`src/hdl/rtb_pkg.sv`:
```
// Shared constants, codes and record types of the rule trie builder.
package rtb_pkg;

   // Store sizes. Every index field of the interface is IDX_W bits wide.
   localparam int NODE_SLOTS = 1024;
   localparam int EDGE_SLOTS = 1024;
   localparam int RULE_SLOTS = 1024;
   localparam int TOKEN_BITS = 16;

   // Fixed widths of the interface fields.
   localparam int IDX_W    = 10;
   localparam int TOKEN_W  = 16;
   localparam int PRIO_W   = 8;
   localparam int ASSOC_W  = 2;
   localparam int OP_W     = 2;
   localparam int STATUS_W = 2;

   // The node/rule table holds both regions, selected by the top address bit.
   localparam int TAB_AW = IDX_W + 1;
   localparam logic REGION_NODE = 1'b0;
   localparam logic REGION_RULE = 1'b1;

   localparam logic [IDX_W-1:0] ROOT_NODE = IDX_W'(1);

   typedef enum logic [OP_W-1:0] {
      OP_NEW_RULE  = 2'd0,
      OP_ADD_TOKEN = 2'd1,
      OP_END_RULE  = 2'd2
   } op_type;

   typedef enum logic [STATUS_W-1:0] {
      ST_OK     = 2'd0,
      ST_FULL   = 2'd1,
      ST_MARKED = 2'd2
   } status_type;

   typedef enum logic [3:0] {
      S_CLEAR,
      S_IDLE,
      S_NODE_RD,
      S_NODE_CHK,
      S_EDGE_CHK,
      S_ALLOC,
      S_ALLOC_RULE,
      S_MARK_CHK,
      S_EMIT
   } state_type;

   // One word of the node/rule table. A node uses ptr as its first edge and
   // mark as its rule mark; a rule uses ptr as its cursor and tok as its
   // result token.
   typedef struct packed {
      logic [TOKEN_BITS-1:0] tok;
      logic [IDX_W-1:0]      ptr;
      logic [IDX_W-1:0]      mark;
   } entry_type;

   typedef struct packed {
      logic [IDX_W-1:0]      next;
      logic [TOKEN_BITS-1:0] tok;
      logic [IDX_W-1:0]      target;
      logic [PRIO_W-1:0]     prio;
      logic [ASSOC_W-1:0]    assoc;
   } edge_entry_type;

   typedef struct packed {
      logic [OP_W-1:0]    op;
      logic [IDX_W-1:0]   rule_index;
      logic [TOKEN_W-1:0] token_code;
      logic [PRIO_W-1:0]  priority_level;
      logic [ASSOC_W-1:0] assoc_mode;
      logic [IDX_W-1:0]   node_index;
   } req_type;

   typedef struct packed {
      logic [IDX_W-1:0] result_index;
      logic             matched_existing;
      status_type       status;
   } rsp_type;

endpackage

```
`src/hdl/rtb_rsp_slot.sv`:
```
// One-beat result register that parts the core from the result channel.
module rtb_rsp_slot (
   input  logic             clock,
   input  logic             reset,
   input  logic             push,
   input  rtb_pkg::rsp_type push_data,
   output logic             free,
   output logic             out_valid,
   input  logic             out_ready,
   output rtb_pkg::rsp_type out_data
);

   logic             valid_ff;
   logic             valid_in;
   rtb_pkg::rsp_type data_ff;

   // The slot can take a beat when it is empty or its beat leaves now.
   assign free      = !valid_ff || out_ready;
   assign out_valid = valid_ff;
   assign out_data  = data_ff;

   always_comb begin
      valid_in = valid_ff;
      if (push) begin
         valid_in = 1'b1;
      end else if (out_ready) begin
         valid_in = 1'b0;
      end
   end

   always_ff @(posedge clock) begin
      if (reset) begin
         valid_ff <= 1'b0;
      end else begin
         valid_ff <= valid_in;
      end
   end

   // The payload needs no reset; it is loaded with every beat.
   always_ff @(posedge clock) begin
      if (push) begin
         data_ff <= push_data;
      end
   end

endmodule
```
`config.mk`:
```
export PLATFORM = sky130hd
export DESIGN_NAME = rtb_rsp_slot
export DESIGN_NICKNAME = d
export VERILOG_FILES = /design/src/hdl/rtb_pkg.sv /design/src/hdl/rtb_rsp_slot.sv
export SDC_FILE = /design/constraint.sdc
export NUM_CORES = 1
export LEC_CHECK = 0
export BUFFER_PORTS_ARGS = -buffer_cell sky130_fd_sc_hd__buf_2
export CORE_AREA = 2 2 39 41
export CTS_BUF_LIST = sky130_fd_sc_hd__clkbuf_8
export CTS_CLUSTER_SIZE = 12
export DETAILED_ROUTE_END_ITERATION = 8
export DIE_AREA = 0 0 41 43
export PLACE_DENSITY = 0.71
export RECOVER_POWER = 50
export SYNTH_ARGS = -nofsm -noshare
export SYNTH_HDL_FRONTEND = slang
export SYNTH_SLANG_ARGS = --single-unit
```
`constraint.sdc`:
```
create_clock -name clock -period 0.8 [get_ports clock]
set_input_delay 0.08 -clock clock [delete_from_list [all_inputs] [get_ports clock]]
set_output_delay 0.08 -clock clock [all_outputs]
set_load 0.03 [all_outputs]
```
==> results.cfg <==
[routing]
wl_per_cell_um = 13.1
drtPass1Iterations = 3
drtIter0Drc = 1
via_per_inst = 4.31
via_count = 310
drt_wl_total_um = 943
drc_errors = 0
detail-route-antenna-nets = 0

[setup_path]
reg2regPathDepth = 2
crit_required_ns = 0.72
cp_cell_sequence = buf_6
worst-path-buf-inv = 1
crit_slowest_cell = edfxtp_1
startpoint_type = flip-flop
cp-end-kind = output port
crit_family = flip-flops
critical_path_class = flip-flop to output port
crit_path_max_fanout = 1
worstPathArrival_ns = 0.80
cpPeakStageDelay_ns = 0.40
cp.depth = 1

[final_layout]
syn_to_final_growth_pct = 81.9
stdcell_area_um2 = 795
fin_nets = 74
antenna_cells = 0
drive_above_1_share_pct = 66.1

[cts]
cts_tree = done
h-tree-depth = 1
clk_root_buffer_cell = clkbuf_8
clk_path_buf_depth = 2
clk_pin_slew_ns = 0.06
cts_made_buffers = 3
cts.sinks = 14
insertion_delay_ns = 0.24

[status]
status = finished, violations left
violations = negative setup slack

[timing]
hold_violations = 0
holdWs_ns = 0.00987
fin_ws_ns = -0.0782
rsz0062_at_grt = true
fmaxAchievable_ghz = 1.14
worst-slew-pin-transition_ns = 0.342
period_needed_ns = 0.878
slew_violations = 0
setup_violations = 15
slew_headroom_pct = 77.2
final.period_utilization_pct = 110
clock_skew_ns = 0

[floorplan]
dieHeight_um = 43
fp-row-count = 14
initial_core_util_pct = 31.6
core-area_um2 = 1380
fp.dieArea_um2 = 1760
die_w_um = 41
io_pins = 32

[synth]
synthTopCellsByArea = edfxtp_1, dfxtp_1, nand2b_4, a21oi_2, inv_1
synth_nets = 34
synth-seq-cells = 14
synth.avg_cell_area_um2 = 25.7
ys_warn_count = 0
netlist_instances = 17
ys_types = 5
synth_top_area_cell = edfxtp_1
netlist_area_um2 = 437
ys_seq_area_share_pct = 94.0
synth_top_area_share_pct = 89.4

[global_route]
grt_antenna_before_repair = 0
grt_pass1_vias = 337
gr-usage-all-layers_pct = 12.5
grt_max_degree = 15
grt_pass1_wl_um = 1350
grt-ovfl-total = 0

[place]
placed_area_um2 = 613
io_buffers = 31
globalplace.congestion = 0.653

[pwr]
leakage_uw = 0.000348
powerDensity_nw_per_um2 = 2230
peakVddDrop_mv = 1.11

[run]
drv_cap = 0

[worst_hold_path]
min_path_cells = 1
worstHoldPathType = input pin to flip-flop
## layer usage
| metal | GRT usage (%) | vias up | share of wire, % |
|---|---|---|---|
| li1 | - | 142 | - |
| met1 | 12.3 | 133 | 39 |
| met2 | 18.8 | 33 | 46 |
| met3 | 4.19 | 2 | 13 |
| met4 | 12.0 | 0 | 1.8 |
| met5 | 0 | - | 0 |
## state kept, by name, summed over array words and instances, names as in the netlist
signal and count:
out_data 13, out_valid 1
## path summary, 6_finish.rpt
| kind | start | end | slack (ns) |
|---|---|---|---|
| setup reg to reg | out_valid | out_valid | 0.20 |
| setup / recovery | out_data[5] | out_data[5] | -0.08 |
| hold reg to reg | out_valid | out_valid | 0.50 |
| hold / removal | push_data[4] | out_data[4] | 0.01 |
## Yosys cell counts
cell	instances
a21oi_2	1
dfxtp_1	1
edfxtp_1	13
inv_1	1
nand2b_4	1
## cell usage in the layout (no fill, tap or decap)
cell           count
dfxtp_4            1
clkbuf_2           1
edfxtp_1          13
buf_6             15
dlygate4sd3_1      4
buf_2             15
clkbuf_8           3
nand2b_4           1
a21oi_2            1
inv_1              2
## logic make-up (layout without fill, tap and decap cells)
family	count (synthesis)	in the layout	share of synthesized area, %
compound gates	1	1	2.01
buf+inv	1	40	0.859
flops	14	14	94.0
simple gates	1	1	3.15
## what timing repair did
| item | in CTS | in global routing |
|---|---|---|
| gates resized for setup | 30 | 1 |
| hold buffers | 4 | 0 |
| endpoints found under the setup margin | 15 | 15 |
| hold endpoints to repair | 4 | 0 |
| setup buffers | 0 | 0 |
| cloned | 0 | 0 |
| pin swaps | 0 | 0 |
## final cells by class
class / instances / area [um^2]
Fill cell: 115 / 589
Sequential cell: 14 / 414
Timing Repair Buffer: 35 / 289
Clock buffer: 3 / 41.3
Multi-Input combinational cell: 2 / 22.5
Tap cell: 16 / 20.0
Clock inverter: 1 / 3.75
Inverter: 1 / 3.75
## where the power goes
part	internal [uW]	total, uW	switching, uW
combinational	150	316	166
clock	338	563	225
sequential	865	894	29.5
## through the flow
step | TNS [ns] | utilization (%) | std cells | setup WS, ns | total power, uW
after floorplan | 0 | - | 17 | 0.0487 | 1030
after global placement | 0 | 44.3 | 64 | 0.126 | 1130
after detailed placement | 0 | 44.3 | 64 | 0.107 | 1130
after CTS | -1.00 | 57.2 | 72 | -0.0904 | 1800
after global routing | -1.23 | 57.4 | 72 | -0.109 | 1850
final | -0.789 | 57.4 | 72 | -0.0782 | 1770
Note: power is estimated with default switching activity, not from simulation.
